**config.mk**
```make
export PLATFORM = sky130hd
export DESIGN_NAME = repeating_timer_bank_top
export DESIGN_NICKNAME = d
export VERILOG_FILES = /design/src/hw/rtl/rtb_pkg.sv /design/src/hw/rtl/repeating_timer_bank_top.sv
export SDC_FILE = /design/constraint.sdc
export NUM_CORES = 2
export LEC_CHECK = 0
export BUFFER_PORTS_ARGS = -buffer_cell sky130_fd_sc_hd__buf_4
export CORE_MARGIN = 2
export CORE_UTILIZATION = 25
export CTS_CLUSTER_DIAMETER = 150
export CTS_CLUSTER_SIZE = 16
export DETAILED_ROUTE_END_ITERATION = 8
export GPL_TIMING_DRIVEN = 0
export HOLD_SLACK_MARGIN = 0.06
export PLACE_DENSITY_LB_ADDON = 0.2
export SYNTH_ARGS = -nofsm -noshare
export SYNTH_HDL_FRONTEND = slang
export SYNTH_SLANG_ARGS = --single-unit
```
**constraint.sdc**
```tcl
create_clock -name i_clk -period 5.41 [get_ports i_clk]
set_clock_uncertainty 0.1 [all_clocks]
set_input_delay 0.8115 -clock i_clk [delete_from_list [all_inputs] [get_ports i_clk]]
set_output_delay 0.8115 -clock i_clk [all_outputs]
set_load 0.01 [all_outputs]
```
**src/hw/rtl/rtb_pkg.sv**
```systemverilog
package rtb_pkg;

    // Operation codes of the func field.
    localparam logic [3:0] FUNC_ADD         = 4'd0;
    localparam logic [3:0] FUNC_REMOVE_SLOT = 4'd1;
    localparam logic [3:0] FUNC_REMOVE_TYPE = 4'd2;
    localparam logic [3:0] FUNC_REMOVE_ALL  = 4'd3;
    localparam logic [3:0] FUNC_SET_REMAIN  = 4'd4;
    localparam logic [3:0] FUNC_SET_PERIOD  = 4'd5;
    localparam logic [3:0] FUNC_SET_BOTH    = 4'd6;
    localparam logic [3:0] FUNC_QUERY       = 4'd7;
    localparam logic [3:0] FUNC_TICK        = 4'd8;

    // Status codes.
    localparam logic [1:0] STATUS_OK        = 2'd0;
    localparam logic [1:0] STATUS_FULL      = 2'd1;
    localparam logic [1:0] STATUS_NOT_FOUND = 2'd2;

    localparam logic [31:0] INFINITE_REPEATS = 32'hFFFF_FFFF;
    localparam int unsigned MAX_FIRE_REPORTS = 16;

    typedef enum logic [2:0] {
        ST_IDLE,
        ST_READ,
        ST_WALK,
        ST_FIRE,
        ST_DONE
    } t_state;

endpackage

```
**src/hw/rtl/repeating_timer_bank_top.sv**
```systemverilog
// Every code, add, remove, set, query, tick and unknown codes alike, walks all
// SLOTS entries, each slot in a read state (memory read) and then a walk state
// (compare and update), then reports in a done state. A new word is taken only
// in idle, after the result; a tick adds a fire state per fired word, output
// stalls hold it; not ready while busy. Up to 16 fired words per tick.
// Reset clears the used bits and the sequencer; slot contents need no reset.
module repeating_timer_bank_top #(
    parameter int SLOTS = 16
) (
    input  logic        i_clk,
    input  logic        i_rst_n,
    input  logic        i_valid,
    output logic        o_ready,
    input  logic [3:0]  i_func,
    input  logic [15:0] i_event_type,
    input  logic [3:0]  i_slot_index,
    input  logic [31:0] i_time_value,
    input  logic [31:0] i_repeat_count,
    input  logic        i_one_shot,
    input  logic        i_unconditioned,
    output logic        o_valid,
    input  logic        i_ready,
    output logic [1:0]  o_status,
    output logic        o_fired,
    output logic [3:0]  o_fired_slot,
    output logic [15:0] o_fired_type,
    output logic        o_found,
    output logic [31:0] o_time_left,
    output logic [31:0] o_period_out,
    output logic [31:0] o_repeats_out,
    output logic        o_last
);
    localparam int IW = (SLOTS > 1) ? $clog2(SLOTS) : 1;
    localparam int CW = $clog2(SLOTS + 1);
    localparam int KW = $clog2(rtb_pkg::MAX_FIRE_REPORTS + 1);

    // Slot storage: used and marked bits in flops, the rest in a memory.
    logic [SLOTS-1:0] r_used, n_used;
    logic [SLOTS-1:0] r_marked, n_marked;
    logic [15:0] m_type [SLOTS];
    logic [31:0] m_period [SLOTS];
    logic [31:0] m_remain [SLOTS];
    logic [31:0] m_repeats [SLOTS];
    logic        m_one_shot [SLOTS];

    rtb_pkg::t_state r_state, n_state;
    logic [CW-1:0] r_idx, n_idx;
    logic [KW-1:0] r_kcnt, n_kcnt;
    logic r_hit, n_hit, r_fnd, n_fnd;
    logic [3:0]  r_func;
    logic [15:0] r_etype;
    logic [3:0]  r_sidx;
    logic [31:0] r_tval, r_reps;
    logic        r_oneshot, r_uncond;

    // Registered read data of the current slot.
    logic [15:0] r_rd_type;
    logic [31:0] r_rd_period, r_rd_remain, r_rd_repeats;
    logic        r_rd_one_shot;

    // Walk results, kept apart from the output register until reported.
    logic [3:0]  r_acc_slot, n_acc_slot;
    logic [15:0] r_acc_type, n_acc_type;
    logic [31:0] r_acc_tleft, n_acc_tleft, r_acc_per, n_acc_per;
    logic [31:0] r_acc_rep, n_acc_rep;

    // Output register.
    logic        r_ovalid, n_ovalid;
    logic [1:0]  r_status, n_status;
    logic        r_fired, n_fired, r_found, n_found, r_last, n_last;
    logic [3:0]  r_oslot, n_oslot;
    logic [15:0] r_otype, n_otype;
    logic [31:0] r_tleft, n_tleft, r_per, n_per, r_rep, n_rep;

    // Memory write port.
    logic        w_en, w_remain_en, w_period_en, w_repeats_en;
    logic [31:0] w_remain, w_period, w_repeats;

    logic [IW-1:0] idx;
    logic          match, used_i, marked_i, expired;
    logic [31:0]   dec_rep;

    assign idx      = r_idx[IW-1:0];
    assign used_i   = r_used[idx];
    assign marked_i = r_marked[idx];
    assign match    = used_i && (r_rd_type == r_etype);
    assign expired  = (r_rd_remain <= r_tval);
    assign dec_rep  = r_rd_repeats - 32'd1;
    assign o_ready  = (r_state == rtb_pkg::ST_IDLE);

    // Slot memory, one read and one write per cycle.
    always_ff @(posedge i_clk) begin
        r_rd_type     <= m_type[idx];
        r_rd_period   <= m_period[idx];
        r_rd_remain   <= m_remain[idx];
        r_rd_repeats  <= m_repeats[idx];
        r_rd_one_shot <= m_one_shot[idx];
        if (w_en) begin
            m_type[idx]     <= r_etype;
            m_one_shot[idx] <= r_oneshot;
        end
        if (w_remain_en) begin
            m_remain[idx] <= w_remain;
        end
        if (w_period_en) begin
            m_period[idx] <= w_period;
        end
        if (w_repeats_en) begin
            m_repeats[idx] <= w_repeats;
        end
    end

    // Input capture.
    always_ff @(posedge i_clk) begin
        if (i_valid && o_ready) begin
            r_func    <= i_func;
            r_etype   <= i_event_type;
            r_sidx    <= i_slot_index;
            r_tval    <= i_time_value;
            r_reps    <= i_repeat_count;
            r_oneshot <= i_one_shot;
            r_uncond  <= i_unconditioned;
        end
    end

    // Control and output registers.
    always_ff @(posedge i_clk) begin
        if (!i_rst_n) begin
            r_state  <= rtb_pkg::ST_IDLE;
            r_used   <= '0;
            r_ovalid <= 1'b0;
            r_idx    <= '0;
        end else begin
            r_state  <= n_state;
            r_used   <= n_used;
            r_ovalid <= n_ovalid;
            r_idx    <= n_idx;
        end
        r_marked    <= n_marked;
        r_kcnt      <= n_kcnt;
        r_hit       <= n_hit;
        r_fnd       <= n_fnd;
        r_acc_slot  <= n_acc_slot;
        r_acc_type  <= n_acc_type;
        r_acc_tleft <= n_acc_tleft;
        r_acc_per   <= n_acc_per;
        r_acc_rep   <= n_acc_rep;
        r_status    <= n_status;
        r_fired     <= n_fired;
        r_found     <= n_found;
        r_last      <= n_last;
        r_oslot     <= n_oslot;
        r_otype     <= n_otype;
        r_tleft     <= n_tleft;
        r_per       <= n_per;
        r_rep       <= n_rep;
    end

    // Sequencer: one slot at a time, a read state then a walk state, through the shared compare/subtract.
    always_comb begin
        n_state = r_state;  n_used = r_used;  n_marked = r_marked;
        n_idx = r_idx;  n_kcnt = r_kcnt;  n_hit = r_hit;  n_fnd = r_fnd;
        n_acc_slot = r_acc_slot;  n_acc_type = r_acc_type;
        n_acc_tleft = r_acc_tleft;  n_acc_per = r_acc_per;  n_acc_rep = r_acc_rep;
        n_ovalid = r_ovalid;  n_status = r_status;  n_fired = r_fired;
        n_found = r_found;  n_last = r_last;  n_oslot = r_oslot;
        n_otype = r_otype;  n_tleft = r_tleft;  n_per = r_per;  n_rep = r_rep;
        w_en = 1'b0;  w_remain_en = 1'b0;  w_period_en = 1'b0;
        w_repeats_en = 1'b0;
        w_remain = r_tval;  w_period = r_tval;  w_repeats = r_reps;
        if (r_ovalid && i_ready) begin
            n_ovalid = 1'b0;
        end
        case (r_state)
            rtb_pkg::ST_IDLE: begin
                n_idx = '0;  n_kcnt = '0;  n_hit = 1'b0;  n_fnd = 1'b0;
                n_acc_tleft = '0;  n_acc_per = '0;  n_acc_rep = '0;
                if (i_valid) begin
                    n_state = rtb_pkg::ST_READ;
                end
            end
            rtb_pkg::ST_READ: begin
                n_state = rtb_pkg::ST_WALK;
            end
            rtb_pkg::ST_WALK: begin
                n_state = rtb_pkg::ST_READ;
                case (r_func)
                    rtb_pkg::FUNC_ADD: begin
                        if (!used_i && !r_hit) begin
                            n_hit = 1'b1;  n_used[idx] = 1'b1;
                            n_marked[idx] = 1'b0;  w_en = 1'b1;
                            w_remain_en = 1'b1;  w_period_en = 1'b1;
                            w_repeats_en = 1'b1;
                            n_acc_slot = 4'(r_idx);
                        end
                    end
                    rtb_pkg::FUNC_REMOVE_SLOT: begin
                        if (used_i && (32'(r_sidx) == 32'(r_idx))) begin
                            n_hit = 1'b1;  n_marked[idx] = 1'b1;
                        end
                    end
                    rtb_pkg::FUNC_REMOVE_ALL: begin
                        if (used_i) begin
                            n_marked[idx] = 1'b1;
                        end
                    end
                    rtb_pkg::FUNC_REMOVE_TYPE, rtb_pkg::FUNC_SET_REMAIN,
                    rtb_pkg::FUNC_SET_PERIOD, rtb_pkg::FUNC_SET_BOTH: begin
                        if (match) begin
                            n_hit = 1'b1;
                            case (r_func)
                                rtb_pkg::FUNC_REMOVE_TYPE: n_marked[idx] = 1'b1;
                                rtb_pkg::FUNC_SET_REMAIN: begin
                                    w_remain_en = 1'b1;
                                    w_remain = (r_uncond || r_tval <= r_rd_period)
                                        ? r_tval : r_rd_period;
                                end
                                rtb_pkg::FUNC_SET_PERIOD: w_period_en = 1'b1;
                                default: begin
                                    w_period_en = 1'b1;  w_remain_en = 1'b1;
                                end
                            endcase
                        end
                    end
                    rtb_pkg::FUNC_QUERY: begin
                        if (match) begin
                            if (!r_hit) begin
                                n_acc_per = r_rd_period;  n_acc_rep = r_rd_repeats;
                            end
                            n_hit = 1'b1;
                            if (!r_fnd && !marked_i) begin
                                n_fnd = 1'b1;  n_acc_tleft = r_rd_remain;
                            end
                        end
                    end
                    rtb_pkg::FUNC_TICK: begin
                        if (used_i) begin
                            if (marked_i) begin
                                n_used[idx] = 1'b0;
                            end else if (expired) begin
                                if (r_kcnt < KW'(rtb_pkg::MAX_FIRE_REPORTS)) begin
                                    n_kcnt = r_kcnt + KW'(1);
                                    n_state = rtb_pkg::ST_FIRE;
                                    n_acc_slot = 4'(r_idx);
                                    n_acc_type = r_rd_type;
                                end
                                if (r_rd_one_shot) begin
                                    n_marked[idx] = 1'b1;
                                end else begin
                                    w_remain_en = 1'b1;  w_remain = r_rd_period;
                                    if (r_rd_repeats != rtb_pkg::INFINITE_REPEATS) begin
                                        w_repeats_en = 1'b1;  w_repeats = dec_rep;
                                        if (dec_rep == '0) begin
                                            n_marked[idx] = 1'b1;
                                        end
                                    end
                                end
                            end else begin
                                w_remain_en = 1'b1;  w_remain = r_rd_remain - r_tval;
                            end
                        end
                    end
                    default: ;
                endcase
                n_idx = r_idx + CW'(1);
                if (r_idx == CW'(SLOTS - 1) && n_state == rtb_pkg::ST_READ) begin
                    n_state = rtb_pkg::ST_DONE;
                end
            end
            rtb_pkg::ST_FIRE: begin
                // Hold until the output register is free, then report.
                if (!r_ovalid || i_ready) begin
                    n_ovalid = 1'b1;  n_status = rtb_pkg::STATUS_OK;
                    n_fired = 1'b1;  n_found = 1'b0;  n_last = 1'b0;
                    n_oslot = r_acc_slot;  n_otype = r_acc_type;
                    n_tleft = '0;  n_per = '0;  n_rep = '0;
                    n_state = (r_idx == CW'(SLOTS)) ? rtb_pkg::ST_DONE
                                                     : rtb_pkg::ST_READ;
                end
            end
            rtb_pkg::ST_DONE: begin
                if (!r_ovalid || i_ready) begin
                    n_ovalid = 1'b1;  n_fired = 1'b0;  n_last = 1'b1;
                    n_found = 1'b0;  n_otype = '0;
                    n_state = rtb_pkg::ST_IDLE;
                    n_status = rtb_pkg::STATUS_OK;
                    n_oslot = (r_func == rtb_pkg::FUNC_ADD && r_hit) ? r_acc_slot : '0;
                    case (r_func)
                        rtb_pkg::FUNC_ADD:
                            n_status = r_hit ? rtb_pkg::STATUS_OK : rtb_pkg::STATUS_FULL;
                        rtb_pkg::FUNC_REMOVE_SLOT, rtb_pkg::FUNC_REMOVE_TYPE,
                        rtb_pkg::FUNC_SET_REMAIN, rtb_pkg::FUNC_SET_PERIOD,
                        rtb_pkg::FUNC_SET_BOTH:
                            n_status = r_hit ? rtb_pkg::STATUS_OK
                                             : rtb_pkg::STATUS_NOT_FOUND;
                        rtb_pkg::FUNC_QUERY: begin
                            n_status = r_hit ? rtb_pkg::STATUS_OK
                                             : rtb_pkg::STATUS_NOT_FOUND;
                            n_found = r_fnd;
                        end
                        default: ;
                    endcase
                    if (r_func == rtb_pkg::FUNC_QUERY) begin
                        n_tleft = r_acc_tleft;  n_per = r_acc_per;  n_rep = r_acc_rep;
                    end else begin
                        n_tleft = '0;  n_per = '0;  n_rep = '0;
                    end
                end
            end
            default: n_state = rtb_pkg::ST_IDLE;
        endcase
    end

    assign o_valid       = r_ovalid;
    assign o_status      = r_status;
    assign o_fired       = r_fired;
    assign o_fired_slot  = r_oslot;
    assign o_fired_type  = r_otype;
    assign o_found       = r_found;
    assign o_time_left   = r_tleft;
    assign o_period_out  = r_per;
    assign o_repeats_out = r_rep;
    assign o_last        = r_last;

    // A word is only taken in idle.
    a_ready_idle: assert property (@(posedge i_clk) disable iff (!i_rst_n)
        o_ready |-> (r_state == rtb_pkg::ST_IDLE)) else $error("ready while busy");
    // A fired word never closes an operation.
    a_fired_not_last: assert property (@(posedge i_clk) disable iff (!i_rst_n)
        (o_valid && o_fired) |-> !o_last) else $error("fired word marked last");
    // The walk index stays within the table.
    a_idx_range: assert property (@(posedge i_clk) disable iff (!i_rst_n)
        (r_state == rtb_pkg::ST_WALK) |-> (r_idx < CW'(SLOTS)))
        else $error("walk index out of range");
endmodule

```
==> out/metrics.yaml <==
run_status:
  status: "finished clean"
timing:
  setup_violations: 0
  post-route-period-util: 0.975
  drv_slew: 0
  rsz0062_at_grt: "no"
  hold_viol_final: 0
  fmax_mhz: 190
  max_slew_margin: 0.0199
  fin_crit_ns: 5.28
  max_slew.worst_pin.slew_ns: 1.47
grt:
  grt_pass1_wl_mm: 384
  antenna_found_initial: 13
  grt_start_max_net_pins: 52
  track_usage: 0.152
  grt_overflow_total: 0
  grt_pass1_vias: 46100
clocking:
  cts_tree: "yes"
  cts_root_buffer: "clkbuf_16"
  htree_levels: 4
  clockBufferDepth: 4
  clock-sinks: 2296
  path_clk_slew_ns: 0.07
  clk_latency_ns: 0.91
  numCtsBuffers: 166
min_path:
  hold_path_class: "in2reg"
cells_and_area:
  synthToLayoutAreaGrowth_pct: 18.9
  drive_above_1_share: 0.258
  final_common_cell: "edfxtp_1"
  multiInputGateArea_um2: 21000
  regArea_um2: 67600
  layout_common_cells: "2,158 x edfxtp_1, 573 x mux4_2, 275 x buf_4"
  nets: 5119
  final_area_um2: 106000
  fin_cells: 9835
  n_fill_cell: 34800
die:
  coreArea_um2: 355000
  start_util: 0.251
  rows: 219
  ios: 217
  dieArea_um2: 361000
  die_w_um: 601
  fp.dieH_um: 601
place:
  dpl_cell_area_um2: 99000
  dpl.cell_count: 9372
  gp_congestion: 0.839
  io_buffers: 216
  dp_hpwl_mm: 193
routing:
  routed_wl_mm: 280
  ant_nets: 0
  remaining_drc_errors: 0
  via_per_inst: 4.55
  dr.first_iter.drc_count: 3999
  wire_per_inst_um: 28.4
  via_count: 44700
  drt_pass1_iterations: 5
worst_setup_path:
  cp-end-kind: "register"
  critPathTopFamily: "compound AO/OA/AOI/OAI gates"
  crit_chain: "ha_1 > nand4_1 > nor4_2 > a21boi_0 > o31a_1 > o2111ai_1 > nor4_4 > buf_12 > clkbuf_1 > a2bb2oi_1 > o21ai_1"
  crit_slowest_cell: "nor4_2"
  crit_required_ns: 5.82
  critPathMaxFanout: 20
  startpoint_type: "register"
  path_class: "reg2reg"
  cp_data_arrival_time_ns: 5.68
  worst-path-buf-inv: 2
  slowest_delay_ns: 0.73
logic_synthesis:
  synth_area_um2: 89000
  ys_ff_latch: 2296
  yosysWarnings: 0
  ys_seq_area_frac: 0.759
  synth_edf_count: 2158
  synth_cells: 4304
  synth_flop_cell: "edfxtp_1"
  synth_nets: 4472
  syn_avg_cell_area_um2: 20.7
  synthArstFlopShare: 0
  synthDistinctLibCells: 84
power:
  power_leakage_nw: 32.7
  powerDensity_nw_per_um2: 315
  ir_drop_mv: 0.260
flow_run:
  maxCapViolations: 0
==> sequential cells by signal (all words and copies together) (netlist names), 256 cells and up, named ones only <==
register / flops
m_period: 512
m_type: 256
m_repeats: 512
m_remain: 512
==> path summary, 6_finish.rpt <==
path	cells past startpoint	slack [ns]	end	start
setup reg to reg	11	0.13	m_remain[0][24]	r_tval[6]
setup / recovery	11	0.13	m_remain[0][24]	r_tval[6]
hold reg to reg	1	0.36	o_time_left[8]	r_acc_tleft[8]
hold / removal	2	0.18	o_valid	i_rst_n
==> final cells by class <==
cell class              instances  share of cell area
multi-input cells            1711               0.199
clock inverters                 9             0.00115
diodes                          7            0.000165
inverters                      80             0.00284
plain buffers                 216             0.00833
flip-flops and latches       2296               0.638
clock buffers                 285              0.0446
well taps                    4751              0.0562
repair buffers                480              0.0500
==> metrics by stage <==
step                worst slack [ns]  setup TNS [ns]  power [mW]  hold WS, ns  utilization
CTS                          0.00228               0        33.8        0.119        0.296
detailed placement            -0.973         -889.25        21.4        0.347        0.279
global route                 0.00988               0        34.5        0.131        0.298
finish                         0.134               0        33.4        0.184        0.298
floorplan                      0.652               0        20.8        0.329            -
global placement               -3.47        -5828.07        21.4        0.347        0.272
==> per-layer routing <==
metal,GRT usage,share of wire,vias to the layer above
met5,0,0,-
met4,0.0299,0.020,0
met3,0.0171,0.042,250
met2,0.266,0.51,1103
met1,0.202,0.43,24400
li1,-,-,19000
==> logic make-up (layout without fill, tap and decap cells) <==
group	after synthesis	in the layout	share of synthesized area
flops	2296	2296	0.759
fa+ha+maj	74	74	0.0105
other cells	0	7	0
mux	585	585	0.146
compound gates	328	328	0.0261
simple gates	643	643	0.0373
buf+inv	297	1070	0.0130
xor+xnor	81	81	0.00797
==> Yosys cell counts, drive strengths merged, types with 24 or more instances <==
cell | instances | area share
a21oi | 52 | 0.0030
and2 | 123 | 0.0086
and3 | 68 | 0.0048
buf | 61 | 0.0030
clkbuf | 156 | 0.0066
dfxtp | 138 | 0.031
edfxtp | 2158 | 0.73
ha | 73 | 0.010
inv | 79 | 0.0033
mux4 | 573 | 0.14
nand2 | 116 | 0.0049
nand3 | 24 | 0.0015
nand4 | 29 | 0.0021
nor2 | 185 | 0.0078
nor3 | 32 | 0.0019
o21ai | 91 | 0.0051
xnor2 | 56 | 0.0055
xor2 | 25 | 0.0025
==> what timing repair did <==
action	CTS	global route
gates resized for setup	43	24
setup buffers	19	53
setup endpoints to repair	2242	1170
endpoints found under the hold margin	90	0
hold buffers	90	0
pin swaps	8	14
==> report_power, final <==
| part | switching (mW) | internal (mW) |
|---|---|---|
| combinational | 0.800 | 0.479 |
| sequential | 0.206 | 19.6 |
| clock | 6.32 | 5.97 |
Power figures use the tool's default switching activity.
